File: config.mk
export PLATFORM = sky130hd
export DESIGN_NAME = rle8_bitmap_decoder_core_flat
export DESIGN_NICKNAME = d
export VERILOG_FILES = /design/src/rtl/rle8_pkg.sv /design/src/rtl/rle8_if.sv /design/src/rtl/rle8_bitmap_decoder_core.sv /design/src/rtl/rle8_parser.sv /design/src/rtl/rle8_out_stage.sv /design/src/flat_wrapper.sv
export VERILOG_INCLUDE_DIRS = /design/src /design/src/rtl
export SDC_FILE = /design/constraint.sdc
export NUM_CORES = 1
export LEC_CHECK = 0
export BUFFER_PORTS_ARGS = -buffer_cell sky130_fd_sc_hd__buf_2
export CORE_ASPECT_RATIO = 0.6
export CORE_MARGIN = 4
export CORE_UTILIZATION = 28
export CTS_CLUSTER_SIZE = 12
export DETAILED_ROUTE_END_ITERATION = 10
export SYNTH_ARGS = -nofsm -noshare
export SYNTH_HDL_FRONTEND = slang
export SYNTH_HIERARCHICAL = 1
export SYNTH_SLANG_ARGS = --single-unit
File: constraint.sdc
create_clock -name clock -period 4.9 [get_ports clock]
set_clock_uncertainty 0.05 [all_clocks]
set_input_delay 0.98 -clock clock [delete_from_list [all_inputs] [get_ports clock]]
set_output_delay 0.98 -clock clock [all_outputs]
set_load 0.02 [all_outputs]
File: src/rtl/rle8_bitmap_decoder_core_assert.svh
// ----------------------------------------------------------------------------
// RLE8 decoder assertion macros
// Concurrent assertion wrappers for the checks in the decoder RTL.
// ----------------------------------------------------------------------------
`ifndef RLE8_BITMAP_DECODER_CORE_ASSERT_SVH
`define RLE8_BITMAP_DECODER_CORE_ASSERT_SVH

// Same-cycle implication, disabled while reset is high
`define RLE8_ASSERT_SAME(name, clk, rst, ante, cons) \
   name: assert property (@(posedge clk) disable iff (rst) (ante) |-> (cons)) \
      else $error("rle8 decoder check failed");

// Next-cycle implication, disabled while reset is high
`define RLE8_ASSERT_NEXT(name, clk, rst, ante, cons) \
   name: assert property (@(posedge clk) disable iff (rst) (ante) |=> (cons)) \
      else $error("rle8 decoder check failed");

`endif

File: src/rtl/rle8_pkg.sv
// ----------------------------------------------------------------------------
// RLE8 decoder package
// Widths, reset values, register indexes and the result item type.
// ----------------------------------------------------------------------------
package rle8_pkg;

   // Field and state widths
   localparam int DIM_W    = 13;   // cursor and dimension registers
   localparam int COORD_W  = 12;   // span_x / span_y on the result
   localparam int BYTE_W   = 8;

   // Defaults
   localparam int MAX_DIMENSION_DEFAULT = 4096;
   localparam logic [DIM_W-1:0] IMAGE_DIM_RESET = 13'd256;

   // Configuration register indexes
   localparam int CSR_INDEX_W = 1;
   localparam logic [CSR_INDEX_W-1:0] CSR_IMAGE_WIDTH  = 1'b0;
   localparam logic [CSR_INDEX_W-1:0] CSR_IMAGE_HEIGHT = 1'b1;

   // One result item
   typedef struct packed {
      logic [COORD_W-1:0] span_x;
      logic [COORD_W-1:0] span_y;
      logic [BYTE_W-1:0]  span_length;
      logic [BYTE_W-1:0]  pixel_index;
      logic               end_of_bitmap;
   } span_item_type;

   // Result of processing one input item
   typedef struct packed {
      logic          valid;
      span_item_type item;
   } span_result_type;

endpackage

File: src/rtl/rle8_if.sv
// ----------------------------------------------------------------------------
// RLE8 decoder channel interfaces
// Valid/ready channels for compressed bytes in and span writes out.
// ----------------------------------------------------------------------------
interface rle8_req_if;
   logic       valid;
   logic       ready;
   logic [7:0] stream_byte;
   logic       last_byte;

   modport source (output valid, output stream_byte, output last_byte, input ready);
   modport sink   (input valid, input stream_byte, input last_byte, output ready);
endinterface

interface rle8_rsp_if;
   logic        valid;
   logic        ready;
   logic [11:0] span_x;
   logic [11:0] span_y;
   logic [7:0]  span_length;
   logic [7:0]  pixel_index;
   logic        end_of_bitmap;

   modport source (output valid, output span_x, output span_y, output span_length,
                   output pixel_index, output end_of_bitmap, input ready);
   modport sink   (input valid, input span_x, input span_y, input span_length,
                   input pixel_index, input end_of_bitmap, output ready);
endinterface

File: src/rtl/rle8_bitmap_decoder_core.sv
// RLE8 bitmap decoder. Takes one compressed byte per cycle on req_chan and
// gives span writes (x, y, length, palette index, clipped to the configured
// image size) on rsp_chan; the end-of-bitmap escape gives one item with
// end_of_bitmap set and all other fields zero. A byte is held in the input
// register and decoded into the result register at the next edge at which
// that register is free. A span thus passes through the input register and
// the result register before it is valid on rsp_chan. A new byte can be
// taken every cycle while the result channel keeps up. While an undelivered
// span fills the result register, the byte in the input register waits and
// req_chan stalls, even for a byte that gives no span. Image width and height
// are written through the csr_ port; the user must do so only while the block
// is idle, which the block does not enforce. Both are limited to MAX_DIMENSION.
// ----------------------------------------------------------------------------
// RLE8 bitmap decoder top level
// Configuration registers, input register and handshake around the parser.
// ----------------------------------------------------------------------------
module rle8_bitmap_decoder_core
   import rle8_pkg::*;
#(
   parameter int MAX_DIMENSION = MAX_DIMENSION_DEFAULT
)
(
   input  logic                   clock,
   input  logic                   reset,
   rle8_req_if.sink               req_chan,
   rle8_rsp_if.source             rsp_chan,
   input  logic                   csr_write_enable,
   input  logic [CSR_INDEX_W-1:0] csr_index,
   input  logic [DIM_W-1:0]       csr_write_data
);

   localparam logic [DIM_W:0] MAX_DIM_C = (DIM_W+1)'(MAX_DIMENSION);

   logic [DIM_W-1:0]  image_width_ff;
   logic [DIM_W-1:0]  image_height_ff;
   logic [DIM_W-1:0]  eff_width;
   logic [DIM_W-1:0]  eff_height;

   logic              in_valid_ff;
   logic [BYTE_W-1:0] in_byte_ff;
   logic              in_last_ff;
   logic              advance;
   logic              out_free;
   span_result_type   result;

   // Configuration registers
   always_ff @(posedge clock) begin
      if (reset) begin
         image_width_ff  <= IMAGE_DIM_RESET;
         image_height_ff <= IMAGE_DIM_RESET;
      end else if (csr_write_enable) begin
         unique case (csr_index)
            CSR_IMAGE_WIDTH:  image_width_ff  <= csr_write_data;
            CSR_IMAGE_HEIGHT: image_height_ff <= csr_write_data;
            default: begin
            end
         endcase
      end
   end

   // Dimensions limited to the build maximum
   assign eff_width  = ({1'b0, image_width_ff} > MAX_DIM_C) ?
                       MAX_DIM_C[DIM_W-1:0] : image_width_ff;
   assign eff_height = ({1'b0, image_height_ff} > MAX_DIM_C) ?
                       MAX_DIM_C[DIM_W-1:0] : image_height_ff;

   // Input register: decoded when the result register can take its item
   assign advance        = in_valid_ff && out_free;
   assign req_chan.ready = !in_valid_ff || out_free;

   always_ff @(posedge clock) begin
      if (reset) begin
         in_valid_ff <= 1'b0;
      end else if (req_chan.ready) begin
         in_valid_ff <= req_chan.valid;
      end
   end

   always_ff @(posedge clock) begin
      if (req_chan.valid && req_chan.ready) begin
         in_byte_ff <= req_chan.stream_byte;
         in_last_ff <= req_chan.last_byte;
      end
   end

   rle8_parser u_parser (
      .clock       (clock),
      .reset       (reset),
      .item_valid  (advance),
      .stream_byte (in_byte_ff),
      .last_byte   (in_last_ff),
      .eff_width   (eff_width),
      .eff_height  (eff_height),
      .result      (result)
   );

   rle8_out_stage u_out_stage (
      .clock     (clock),
      .reset     (reset),
      .load      (result.valid),
      .load_item (result.item),
      .free      (out_free),
      .rsp_chan  (rsp_chan)
   );

endmodule

File: src/rtl/rle8_parser.sv
// ----------------------------------------------------------------------------
// RLE8 stream parser
// Holds the parse phase, cursor and counts; turns one byte into at most one
// result item: a clipped span write or the end-of-bitmap marker.
// ----------------------------------------------------------------------------
module rle8_parser
   import rle8_pkg::*;
(
   input  logic                  clock,
   input  logic                  reset,
   input  logic                  item_valid,
   input  logic [BYTE_W-1:0]     stream_byte,
   input  logic                  last_byte,
   input  logic [DIM_W-1:0]      eff_width,
   input  logic [DIM_W-1:0]      eff_height,
   output span_result_type       result
);

`include "rle8_bitmap_decoder_core_assert.svh"

   // Parse phases
   localparam logic [2:0] PH_COUNT   = 3'd0;
   localparam logic [2:0] PH_SECOND  = 3'd1;
   localparam logic [2:0] PH_DELTA_X = 3'd2;
   localparam logic [2:0] PH_DELTA_Y = 3'd3;
   localparam logic [2:0] PH_LITERAL = 3'd4;
   localparam logic [2:0] PH_PAD     = 3'd5;
   localparam logic [2:0] PH_DONE    = 3'd6;

   // Escape codes in the second byte of a zero-count pair
   localparam logic [BYTE_W-1:0] ESC_EOL   = 8'd0;
   localparam logic [BYTE_W-1:0] ESC_EOB   = 8'd1;
   localparam logic [BYTE_W-1:0] ESC_DELTA = 8'd2;

   localparam logic [DIM_W-1:0] CURSOR_MAX = {DIM_W{1'b1}};

   logic [2:0]        phase_ff, phase_in;
   logic [DIM_W-1:0]  cursor_x_ff, cursor_x_in;
   logic [DIM_W-1:0]  cursor_y_ff, cursor_y_in;
   logic [BYTE_W-1:0] run_count_ff, run_count_in;
   logic [BYTE_W-1:0] literals_left_ff, literals_left_in;
   logic              pad_pending_ff, pad_pending_in;

   logic [BYTE_W-1:0] span_len;
   logic [DIM_W-1:0]  room;
   logic              span_hit;
   logic [BYTE_W-1:0] span_clipped;
   logic              emit_span;
   logic              emit_end;
   logic [BYTE_W-1:0] literals_dec;

   // Saturating cursor add
   function automatic logic [DIM_W-1:0] sat_add(input logic [DIM_W-1:0]  a,
                                                input logic [BYTE_W-1:0] b);
      logic [DIM_W:0] s;
      s = {1'b0, a} + {{(DIM_W+1-BYTE_W){1'b0}}, b};
      return s[DIM_W] ? CURSOR_MAX : s[DIM_W-1:0];
   endfunction

   // Span at the cursor: a run, or a single literal pixel
   assign span_len     = (phase_ff == PH_LITERAL) ? 8'd1 : run_count_ff;
   assign room         = eff_width - cursor_x_ff;
   assign span_hit     = (span_len != '0) && (cursor_y_ff < eff_height) &&
                         (cursor_x_ff < eff_width);
   assign span_clipped = ({{(DIM_W-BYTE_W){1'b0}}, span_len} > room) ?
                         room[BYTE_W-1:0] : span_len;
   assign literals_dec = (literals_left_ff != '0) ? literals_left_ff - 8'd1 : '0;

   // Next state and result
   always_comb begin
      phase_in         = phase_ff;
      cursor_x_in      = cursor_x_ff;
      cursor_y_in      = cursor_y_ff;
      run_count_in     = run_count_ff;
      literals_left_in = literals_left_ff;
      pad_pending_in   = pad_pending_ff;
      emit_span        = 1'b0;
      emit_end         = 1'b0;

      unique case (phase_ff)
         PH_COUNT: begin
            run_count_in = stream_byte;
            phase_in     = PH_SECOND;
         end
         PH_SECOND: begin
            run_count_in = '0;
            if (run_count_ff != '0) begin
               emit_span   = span_hit;
               cursor_x_in = sat_add(cursor_x_ff, run_count_ff);
               phase_in    = PH_COUNT;
            end else if (stream_byte == ESC_EOL) begin
               cursor_x_in = '0;
               cursor_y_in = sat_add(cursor_y_ff, 8'd1);
               phase_in    = PH_COUNT;
            end else if (stream_byte == ESC_EOB) begin
               emit_end = 1'b1;
               phase_in = PH_DONE;
            end else if (stream_byte == ESC_DELTA) begin
               phase_in = PH_DELTA_X;
            end else begin
               literals_left_in = stream_byte;
               pad_pending_in   = stream_byte[0];
               phase_in         = PH_LITERAL;
            end
         end
         PH_DELTA_X: begin
            cursor_x_in = sat_add(cursor_x_ff, stream_byte);
            phase_in    = PH_DELTA_Y;
         end
         PH_DELTA_Y: begin
            cursor_y_in = sat_add(cursor_y_ff, stream_byte);
            phase_in    = PH_COUNT;
         end
         PH_LITERAL: begin
            emit_span        = span_hit;
            cursor_x_in      = sat_add(cursor_x_ff, 8'd1);
            literals_left_in = literals_dec;
            if (literals_dec == '0) begin
               phase_in = pad_pending_ff ? PH_PAD : PH_COUNT;
            end
         end
         PH_PAD: begin
            pad_pending_in = 1'b0;
            phase_in       = PH_COUNT;
         end
         default: begin
            // end of bitmap seen: bytes are dropped until the stream ends
         end
      endcase

      // last byte rearms the parser
      if (last_byte) begin
         phase_in         = PH_COUNT;
         cursor_x_in      = '0;
         cursor_y_in      = '0;
         run_count_in     = '0;
         literals_left_in = '0;
         pad_pending_in   = 1'b0;
      end
   end

   // Result item; the end marker carries all-zero span fields
   always_comb begin
      result.valid              = item_valid && (emit_span || emit_end);
      result.item.span_x        = emit_end ? '0 : cursor_x_ff[COORD_W-1:0];
      result.item.span_y        = emit_end ? '0 : cursor_y_ff[COORD_W-1:0];
      result.item.span_length   = emit_end ? '0 : span_clipped;
      result.item.pixel_index   = emit_end ? '0 : stream_byte;
      result.item.end_of_bitmap = emit_end;
   end

   // Parser state
   always_ff @(posedge clock) begin
      if (reset) begin
         phase_ff         <= PH_COUNT;
         cursor_x_ff      <= '0;
         cursor_y_ff      <= '0;
         run_count_ff     <= '0;
         literals_left_ff <= '0;
         pad_pending_ff   <= 1'b0;
      end else if (item_valid) begin
         phase_ff         <= phase_in;
         cursor_x_ff      <= cursor_x_in;
         cursor_y_ff      <= cursor_y_in;
         run_count_ff     <= run_count_in;
         literals_left_ff <= literals_left_in;
         pad_pending_ff   <= pad_pending_in;
      end
   end

   // Checks
   `RLE8_ASSERT_SAME(a_done_silent, clock, reset,
      item_valid && (phase_ff == PH_DONE), !result.valid)
   `RLE8_ASSERT_SAME(a_span_nonzero, clock, reset,
      result.valid && !result.item.end_of_bitmap, result.item.span_length != '0)
   `RLE8_ASSERT_NEXT(a_last_rearms, clock, reset,
      item_valid && last_byte,
      (phase_ff == PH_COUNT) && (cursor_x_ff == '0) && (cursor_y_ff == '0))
   `RLE8_ASSERT_NEXT(a_literal_tail, clock, reset,
      item_valid && !last_byte && (phase_ff == PH_LITERAL) &&
      (literals_left_ff == 8'd1) && !pad_pending_ff,
      phase_ff == PH_COUNT)

endmodule

File: src/rtl/rle8_out_stage.sv
// ----------------------------------------------------------------------------
// RLE8 result register
// Holds one span item for the result channel and frees itself as it is taken.
// ----------------------------------------------------------------------------
module rle8_out_stage
   import rle8_pkg::*;
(
   input  logic            clock,
   input  logic            reset,
   input  logic            load,
   input  span_item_type   load_item,
   output logic            free,
   rle8_rsp_if.source      rsp_chan
);

   logic          valid_ff;
   logic          valid_in;
   span_item_type item_ff;

   // Slot can take a new item when empty or when the held item leaves now
   assign free     = !valid_ff || rsp_chan.ready;
   assign valid_in = load || (valid_ff && !rsp_chan.ready);

   always_ff @(posedge clock) begin
      if (reset) begin
         valid_ff <= 1'b0;
      end else begin
         valid_ff <= valid_in;
      end
   end

   always_ff @(posedge clock) begin
      if (load) begin
         item_ff <= load_item;
      end
   end

   assign rsp_chan.valid         = valid_ff;
   assign rsp_chan.span_x        = item_ff.span_x;
   assign rsp_chan.span_y        = item_ff.span_y;
   assign rsp_chan.span_length   = item_ff.span_length;
   assign rsp_chan.pixel_index   = item_ff.pixel_index;
   assign rsp_chan.end_of_bitmap = item_ff.end_of_bitmap;

endmodule

File: src/flat_wrapper.sv
// flat-port wrapper written by rule: the top's interface ports become plain ports
module rle8_bitmap_decoder_core_flat import rle8_pkg::*;
#(
   parameter int MAX_DIMENSION = MAX_DIMENSION_DEFAULT
)
  (clock, reset, csr_write_enable, csr_index, csr_write_data, req_chan_valid, req_chan_stream_byte, req_chan_last_byte, req_chan_ready, rsp_chan_valid, rsp_chan_span_x, rsp_chan_span_y, rsp_chan_span_length, rsp_chan_pixel_index, rsp_chan_end_of_bitmap, rsp_chan_ready);
  rle8_req_if req_chan_i ();
  rle8_rsp_if rsp_chan_i ();
  input  logic clock;
  input  logic reset;
  input  logic csr_write_enable;
  input  logic [CSR_INDEX_W-1:0] csr_index;
  input  logic [DIM_W-1:0] csr_write_data;
  input wire logic [$bits(req_chan_i.valid)-1:0] req_chan_valid;
  input wire logic [$bits(req_chan_i.stream_byte)-1:0] req_chan_stream_byte;
  input wire logic [$bits(req_chan_i.last_byte)-1:0] req_chan_last_byte;
  output wire logic [$bits(req_chan_i.ready)-1:0] req_chan_ready;
  output wire logic [$bits(rsp_chan_i.valid)-1:0] rsp_chan_valid;
  output wire logic [$bits(rsp_chan_i.span_x)-1:0] rsp_chan_span_x;
  output wire logic [$bits(rsp_chan_i.span_y)-1:0] rsp_chan_span_y;
  output wire logic [$bits(rsp_chan_i.span_length)-1:0] rsp_chan_span_length;
  output wire logic [$bits(rsp_chan_i.pixel_index)-1:0] rsp_chan_pixel_index;
  output wire logic [$bits(rsp_chan_i.end_of_bitmap)-1:0] rsp_chan_end_of_bitmap;
  input wire logic [$bits(rsp_chan_i.ready)-1:0] rsp_chan_ready;
  assign req_chan_i.valid = req_chan_valid;
  assign req_chan_i.stream_byte = req_chan_stream_byte;
  assign req_chan_i.last_byte = req_chan_last_byte;
  assign req_chan_ready = req_chan_i.ready;
  assign rsp_chan_valid = rsp_chan_i.valid;
  assign rsp_chan_span_x = rsp_chan_i.span_x;
  assign rsp_chan_span_y = rsp_chan_i.span_y;
  assign rsp_chan_span_length = rsp_chan_i.span_length;
  assign rsp_chan_pixel_index = rsp_chan_i.pixel_index;
  assign rsp_chan_end_of_bitmap = rsp_chan_i.end_of_bitmap;
  assign rsp_chan_i.ready = rsp_chan_ready;
  rle8_bitmap_decoder_core #(.MAX_DIMENSION(MAX_DIMENSION)) u_core (.clock(clock), .reset(reset), .req_chan(req_chan_i), .rsp_chan(rsp_chan_i), .csr_write_enable(csr_write_enable), .csr_index(csr_index), .csr_write_data(csr_write_data));
endmodule
-- After elaboration in Yosys (flattened, before gate mapping)
Cells that the tools add are included.
- flip-flop bits (word level): 124
- input bits: 28
- output and inout port bits: 43
- logic and storage cells: 124
- add/sub/neg operators: 7
- order comparisons: 5
- equal/unequal tests: 14
- muxes and demuxes: 46
- bitwise logic cells: 1
- reduce and logical (&&, ||, !) cells: 34
- operators with widths (kind ; count):
    2-to-1 mux 13 bit ; 13
    2-to-1 mux 8 bit ; 9
    adder 13 x 8 -> 14 bit ; 3
    one-hot mux 13 bit (3 select lines) ; 1
    one-hot mux 8 bit (2 select lines) ; 2
    adder 13 x 1 -> 14 bit, second input constant ; 2
    greater-than comparator 13 bit, second input constant ; 2
    less-than comparator 13 bit ; 2
    one-hot mux 13 bit (2 select lines) ; 1
    nonzero test 8 bit ; 3
    2-to-1 mux 3 bit ; 7
    logical NOT 8 bit ; 2
    != test 3 x 2 -> 1 bit, second input constant ; 5
    one-hot mux 3 bit (5 select lines) ; 1
    greater-than comparator 8 x 13 -> 1 bit ; 1
    subtractor 13 bit ; 1
    AND reduction 6 bit ; 2
    nonzero test 3 bit ; 4
    2-to-1 mux 1 bit ; 10
    == test 8 x 1 -> 1 bit, second input constant ; 1
    == test 8 x 2 -> 1 bit, second input constant ; 1
    subtractor 8 x 1 -> 8 bit, second input constant ; 1
    == test 3 x 2 -> 1 bit, second input constant ; 2
    == test 3 bit, second input constant ; 2
    15 further kinds ; 29

-- Depth between registers and ports, before layout
Gate-level depths: netlist (run 1).
- word-level depth: 10
- depth in mapped cells: 17
- mapped depth without buffers: 16

-- Hierarchy
Netlist (run 1), hierarchy kept.
- modules (own cells, without submodules) (module ; instances ; cells an instance ; area an instance (µm²) ; sequential area each (µm²)):
    rle8_parser ; 1 ; 821 ; 5844.4 ; 920.9
    rle8_bitmap_decoder_core ; 1 ; 144 ; 1561.5 ; 810.8
    rle8_out_stage ; 1 ; 45 ; 1277.5 ; 1251.2

-- Least setup slack after synthesis (run 1)
No wires, ideal clock.
- path type: input to register
- start point: input port rsp_chan_ready
- end point: register u_core.u_out_stage.item_ff, in the netlist u_core/u_out_stage/rsp_chan.end_of_bitmap (enable)
- setup time: 0.499 ns
- data arrival time: 4.618 ns
- required time: 4.351 ns
- slack: -0.266 ns
- stages: 5
- path buffers: 1
- path through: nand2b_4 -> and2_1 -> buf_1 -> inv_1 -> o21ai_0
- RTL lines (element ; line ; RTL):
    start, declared ; flat_wrapper.sv:24 ; input wire logic [$bits(rsp_chan_i.ready)-1:0] rsp_chan_ready;
    end signal, assigned ; rle8_out_stage.sv:34 ; item_ff <= load_item;
    end, declared ; rle8_out_stage.sv:18 ; span_item_type item_ff;

-- Worst setup path after layout (run 1)
- start point: register u_core.image_width_ff[12]
- end point: register u_core.u_out_stage.item_ff, in the netlist u_core/u_out_stage/rsp_chan.span_length[1] (data pin)
- word-level cells in the longest chain between the ends: 5
- ends and longest elaborated chain (element ; line ; RTL):
    start, declared ; rle8_bitmap_decoder_core.sv:34 ; logic [DIM_W-1:0] image_width_ff;
    start signal, assigned ; rle8_bitmap_decoder_core.sv:53 ; CSR_IMAGE_WIDTH: image_width_ff <= csr_write_data;
    greater-than comparator 13 bit * ; rle8_bitmap_decoder_core.sv:62 ; assign eff_width = ({1'b0, image_width_ff} > MAX_DIM_C) ?
    2-to-1 mux 13 bit * ; rle8_bitmap_decoder_core.sv:62 ;
    via u_core.eff_width[1] ; rle8_bitmap_decoder_core.sv:36 ; logic [DIM_W-1:0] eff_width;
    subtractor 13 bit * ; rle8_parser.sv:62 ; assign room = eff_width - cursor_x_ff;
    greater-than comparator 8 x 13 -> 1 bit ; rle8_parser.sv:65 ; assign span_clipped = ({{(DIM_W-BYTE_W){1'b0}}, span_len} > room) ?
    2-to-1 mux 8 bit * ; rle8_parser.sv:65 ;
The timed path passes the listed nets; every way through them passes the cells marked *.
A chain may end at the register's enable or synchronous reset.

==> metrics.cfg, run 1 <==
[outcome]
status = completed

[power_and_ir_drop]
ir_drop_mv = 0.168
p_leak_nw = 3.91
power_mw = 2.82
power_density_mw_per_mm2 = 282

[placement]
post-place-ws_ns = 0.581
gp_congestion = 0.928
dpl.cell_count = 1450
hpwl_um = 20600
place_area_mm2 = 0.00942
io_buffers = 70

[run]
max_cap_violations = 0

[route]
viasPerCell = 5.22
vias = 7740
drtPass1Iterations = 5
drt_iter0_markers = 797
drt-wirelength-per-cell_um = 18.3
drc = 0
drt-total-wl_um = 27100
ant_nets = 0

[floorplanning]
ios = 71
core_mm2 = 0.0302
rows = 49
dieHeight_um = 144
start_util = 0.287
die_x_um = 235
die_area_mm2 = 0.0340

[setup_path]
max_stage_delay_ns = 0.64
slowest_stage = nor4_4
cp_max_fo = 14
setup.worst_path.class = reg2reg
critPathArrivalTime_ns = 4.41
rr_worst_depth = 14
reg2reg_slack_ns = 0.63
crit_chain = nor2b_1 -> ha_1 -> nor2b_1 -> o31ai_4 -> a211oi_1 -> or2_2 -> xnor2_1 -> ha_1 -> nand3_1 -> nor3_1 -> nor4_1 -> o311ai_1 -> nor4_4 -> mux2_2
crit_path_end_kind = flop
r2r-start = u_core/image_width_ff[12]
crit_required_ns = 5.04
worst_r2r_endpoint = u_core/u_out_stage/rsp_chan.span_length[1]
cp-start-kind = flop

[timing]
fmax_mhz = 234
tightest_slew_ns = 1.21
hold_viol_final = 0
hold_slack_ns = 0.421
min_period_ns = 4.27
period_share = 0.871
setup_ws_ns = 0.634
finalMaxSlewViolations = 0
setup_viol = 0
slew_headroom = 0.188
setup_tns_ns = 0
rsz0062_at_grt = false

[clocking]
ctsResizeCount = 0
cts_setup_buffers = 0
cts_inserted_buffers = 17
path_clk_slew_ns = 0.06
cts_max_path_buffers = 2
ctsRootBufferMaster = clkbuf_16
htreeDepth = 4
clock_latency_ns = 0.45
clock_sinks = 124
cts_hold_buffers = 0
cts_tree = built

[min_path]
min_path_cells = 2
hold_class = reg2reg
hold_end = u_core/image_height_ff[3]
min-delay-start = u_core/image_height_ff[3]

[global_route]
antenna_found_initial = 0
grt_use_total = 0.160
grt_overflow = 0
grt_pass1_wl_um = 42300
grt_max_degree = 54
grt_pass1_vias = 7221

[cells_and_area]
diodes = 0
multi_input_area_mm2 = 0.00526
areaGrowthSynthToFinish_pct = 15.4
regArea_mm2 = 0.00298
final_cell_count_no_fill = 1482
stdcell_area_mm2 = 0.0100
postLayoutCoreUtil = 0.332
layout-drive-gt1-share = 0.133
fillers = 3156
finalNetCount = 1154

[synth]
synthCells = 1010
ys_seq_area_frac = 0.344
async_reset_ff_frac = 0
synth_area_mm2 = 0.00868
yosys.area.top_type = edfxtp_1
synth_fp_nets = 1103
ys.flop_type = dfxtp_1
synth_top_area_frac = 0.173
synth_cell_types = 77
yosysWarnings = 6
synthTopCellsByArea = edfxtp_1 17%, dfxtp_1 17%, ha_1 8.8%
synth_seq_cells = 124
syn_avg_cell_area_um2 = 8.60
synth_edf_count = 50

==> cells in the final DEF (no fill, tap or decap), drive strengths merged, types with 11 or more instances in the layout <==
master,netlist,layout
a31oi,14,14
nand2,64,64
ha,61,61
a21oi,56,56
nor3,21,21
o21a,11,11
mux2i,39,39
o21ai,64,64
nand2b,55,55
clkbuf,40,17
edfxtp,50,50
nor2,98,98
dfxtp,74,74
a211oi,13,13
nor2b,42,42
nand4,15,15
nand3,23,23
and2,23,23
xnor2,37,37
inv,59,68
buf,11,83
==> area by class of cell <==
class                      instances  share of cell area
sequential                       124               0.298
timing repair buffer              83              0.0447
multi-input combinational        775               0.525
tap                              408              0.0509
clock inverter                    15              0.0174
clock buffer                      17              0.0424
inverter                          60              0.0225
==> power by group <==
part	leakage (nW)	internal (mW)	switching [mW]
Combinational	2.53	0.149	0.219
Clock	0.294	0.766	0.560
Sequential	1.08	1.10	0.0341
==> registers in the layout (all words and copies together), names as in the netlist <==
register	flops
u_core/u_out_stage/rsp_chan.pixel_index	8
u_core/u_parser/phase_ff	3
u_core/in_byte_ff	8
u_core/u_out_stage/rsp_chan.span_x	12
u_core/in_last_ff	1
u_core/image_height_ff	13
u_core/u_parser/cursor_x_ff	13
u_core/u_out_stage/rsp_chan.span_length	8
u_core/in_valid_ff	1
u_core/u_parser/cursor_y_ff	13
u_core/u_out_stage/rsp_chan.end_of_bitmap	1
u_core/u_out_stage/rsp_chan.valid	1
u_core/u_out_stage/rsp_chan.span_y	12
u_core/u_parser/literals_left_ff	8
u_core/u_parser/pad_pending_ff	1
u_core/image_width_ff	13
u_core/u_parser/run_count_ff	8
==> cell usage after synthesis, drive strengths merged (7+ instances only) <==
| cell type | count |
|---|---|
| a31oi | 14 |
| buf | 11 |
| ha | 61 |
| o21ai | 64 |
| nor3 | 21 |
| nor2 | 98 |
| clkbuf | 40 |
| o221ai | 7 |
| or2 | 10 |
| xnor2 | 37 |
| o31ai | 8 |
| a21o | 9 |
| xor2 | 7 |
| and2 | 23 |
| mux2i | 39 |
| nand4 | 15 |
| a211oi | 13 |
| edfxtp | 50 |
| inv | 59 |
| a22oi | 10 |
| nor4 | 7 |
| a21oi | 56 |
| dfxtp | 74 |
| o21a | 11 |
| nand2 | 64 |
| nor2b | 42 |
| nand2b | 55 |
| nand3 | 23 |
==> critical path, delay by kind of cell, from the launching register on <==
| family | cells | cell delay (ns) |
|---|---|---|
| multiplexers | 1 | 0.41 |
| AND/OR/NAND/NOR | 7 | 1.62 |
| flip-flops | 1 | 0.59 |
| AO/OA/AOI/OAI | 3 | 0.54 |
| XOR/XNOR | 1 | 0.20 |
| adder cells (fa/ha/maj) | 2 | 0.61 |
==> how the worst max path moves through the flow <==
stage | startpoint | endpoint
global placement | u_core/image_width_ff[12] | u_core/u_out_stage/rsp_chan.span_length[1]
floorplan | u_core/image_width_ff[12] | u_core/u_out_stage/rsp_chan.end_of_bitmap
CTS | u_core/image_width_ff[12] | u_core/u_out_stage/rsp_chan.span_length[1]
detailed placement | u_core/image_width_ff[12] | u_core/u_out_stage/rsp_chan.span_length[1]
global route | u_core/image_width_ff[12] | u_core/u_out_stage/rsp_chan.span_length[1]
finish | u_core/image_width_ff[12] | u_core/u_out_stage/rsp_chan.span_length[1]
==> per-layer routing <==
layer  GRT usage  vias up  part of all wire
met5           0        -                 0
li1            -     3722                 -
met3      0.0423       34             0.099
met2       0.208      327              0.37
met4      0.0389        0             0.012
met1       0.255     3657              0.52
==> kinds of logic (layout without fill, tap and decap cells) <==
group,after synthesis,after routing,share of synthesized area
AND/OR/NAND/NOR,382,382,0.230
AO/OA/AOI/OAI,242,242,0.184
flip-flops,124,124,0.344
buffers and inverters,111,175,0.0523
adder cells (fa/ha/maj),65,65,0.0971
XOR/XNOR,44,44,0.0444
multiplexers,42,42,0.0488
No activity file was read; power rests on OpenSTA's default activity.
==> run 2: changes to the inputs <==
- CORE_UTILIZATION: 28 -> 25
- SLEW_MARGIN: not set -> 20
==> run 2 against run 1 <==
  * Final cell count increased by 3.6%
  * Global-route usage decreased by 2.0 points
  * Wire length decreased by 0.25%
  * Register-to-register slack got worse by 0.097 ns
  * Largest cell class unchanged
  * Highest routed layer unchanged
==> metrics.cfg, run 2 (synthesis results as in run 1) <==
[outcome]
status = completed

[timing]
hold_viol_final = 0
fmax_mhz = 229
min_period_ns = 4.36
slew_headroom = 0.271
setup_ws_ns = 0.537
rsz0062_at_grt = false
setup_tns_ns = 0
tightest_slew_ns = 1.09
setup_viol = 0
period_share = 0.890
hold_slack_ns = 0.422
finalMaxSlewViolations = 0

[placement]
place_area_mm2 = 0.00950
io_buffers = 70
hpwl_um = 20700
gp_congestion = 0.912
post-place-ws_ns = 0.533

[power_and_ir_drop]
ir_drop_mv = 0.217
power_density_mw_per_mm2 = 279
p_leak_nw = 3.91

[clocking]
ctsResizeCount = 0
cts_inserted_buffers = 17
cts_max_path_buffers = 2
htreeDepth = 4
path_clk_slew_ns = 0.07
cts_setup_buffers = 0
clock_latency_ns = 0.44
clock_sinks = 124
cts_tree = built
ctsRootBufferMaster = clkbuf_16
cts_hold_buffers = 0

[global_route]
grt_use_total = 0.140
grt_pass1_wl_um = 42300
grt_pass1_vias = 7056
antenna_found_initial = 0
grt_overflow = 0
grt_max_degree = 66

[cells_and_area]
layout_common_cells = 97 x nor2_1, 74 x dfxtp_1, 70 x buf_2, 64 x nand2_1
layout-drive-gt1-share = 0.135
stdcell_area_mm2 = 0.0101
finalNetCount = 1156
diodes = 0
areaGrowthSynthToFinish_pct = 16.4
multi_input_area_mm2 = 0.00526
regArea_mm2 = 0.00298
fillers = 3588
final_common_cell = nor2_1

[setup_path]
setup.worst_path.class = reg2reg
startpoint = u_core/image_width_ff[12]
cp-start-kind = flop
crit_path_end_kind = flop
critPathArrivalTime_ns = 4.50
worst_r2r_endpoint = u_core/u_out_stage/rsp_chan.span_length[3]
crit_required_ns = 5.04
rr_worst_depth = 16
r2r-start = u_core/image_width_ff[12]
endpoint = u_core/u_out_stage/rsp_chan.span_length[3]
cp_max_fo = 14
reg2reg_slack_ns = 0.54

[route]
drt-total-wl_um = 27000
drt_iter0_markers = 749
drc = 0
drt-wirelength-per-cell_um = 17.6
vias = 7591
drtPass1Iterations = 5
ant_nets = 0
viasPerCell = 4.95

[floorplanning]
dieHeight_um = 152
die_area_mm2 = 0.0379
ios = 71
die_x_um = 249
rows = 52
core_mm2 = 0.0340
start_util = 0.256

[min_path]
min-delay-start = u_core/image_height_ff[6]
hold_class = reg2reg

[run]
max_cap_violations = 0

run 2: final cells by class:
cell class | instances | area share
inverter | 60 | 0.0223
clock buffer | 17 | 0.0421
tap | 459 | 0.0568
sequential | 124 | 0.295
multi-input combinational | 775 | 0.520
timing repair buffer | 85 | 0.0458
clock inverter | 15 | 0.0176
run 2: per-layer routing:
layer  GRT usage  vias to the layer above  part of all wire
met5           0                        -                 0
met4      0.0339                        0             0.014
met3      0.0415                       26             0.081
met2       0.178                      255              0.37
met1       0.225                     3586              0.54
li1            -                     3724                 -
run 2: per-stage QoR:
step / std cells / utilization / power (mW)
after floorplan: 1010 / - / 1.41
after global placement: 1503 / 0.280 / 1.51
after detailed placement: 1503 / 0.280 / 1.52
after CTS: 1535 / 0.298 / 2.84
after global routing: 1535 / 0.298 / 2.94
final: 1535 / 0.298 / 2.82
run 2: critical path, cell delays in order (launching register included):
cell and delay (ns):
dfxtp_1 0.44, nor2b_1 0.17, inv_1 0.05, ha_1 0.22, fa_1 0.41, nor2b_1 0.15, o211ai_1 0.09, a21boi_0 0.27
nor2_1 0.09, xnor2_1 0.24, ha_1 0.29, nand3_1 0.09, nor3_1 0.07, nor4_1 0.20, o311ai_1 0.21, nor4_4 0.64
mux2_2 0.41
run 2: where the power goes:
part           switching [mW]  total [mW]  internal [mW]  leakage (nW)
sequential             0.0315        1.13           1.10          1.08
clock                   0.554        1.32          0.769         0.288
combinational           0.223       0.375          0.152          2.54
total                   0.809        2.82           2.02          3.91
run 2: worst min-delay path by stage:
stage          slack [ns]  cells after the start                    endpoint
5_1_grt              0.43                      2   u_core/image_height_ff[6]
3_5_place_dp         0.41                      2  u_core/image_height_ff[10]
2_1_floorplan        0.39                      2   u_core/image_height_ff[0]
6_report             0.42                      2   u_core/image_height_ff[6]
3_3_place_gp         0.41                      2   u_core/image_height_ff[3]
4_1_cts              0.43                      2   u_core/image_height_ff[6]
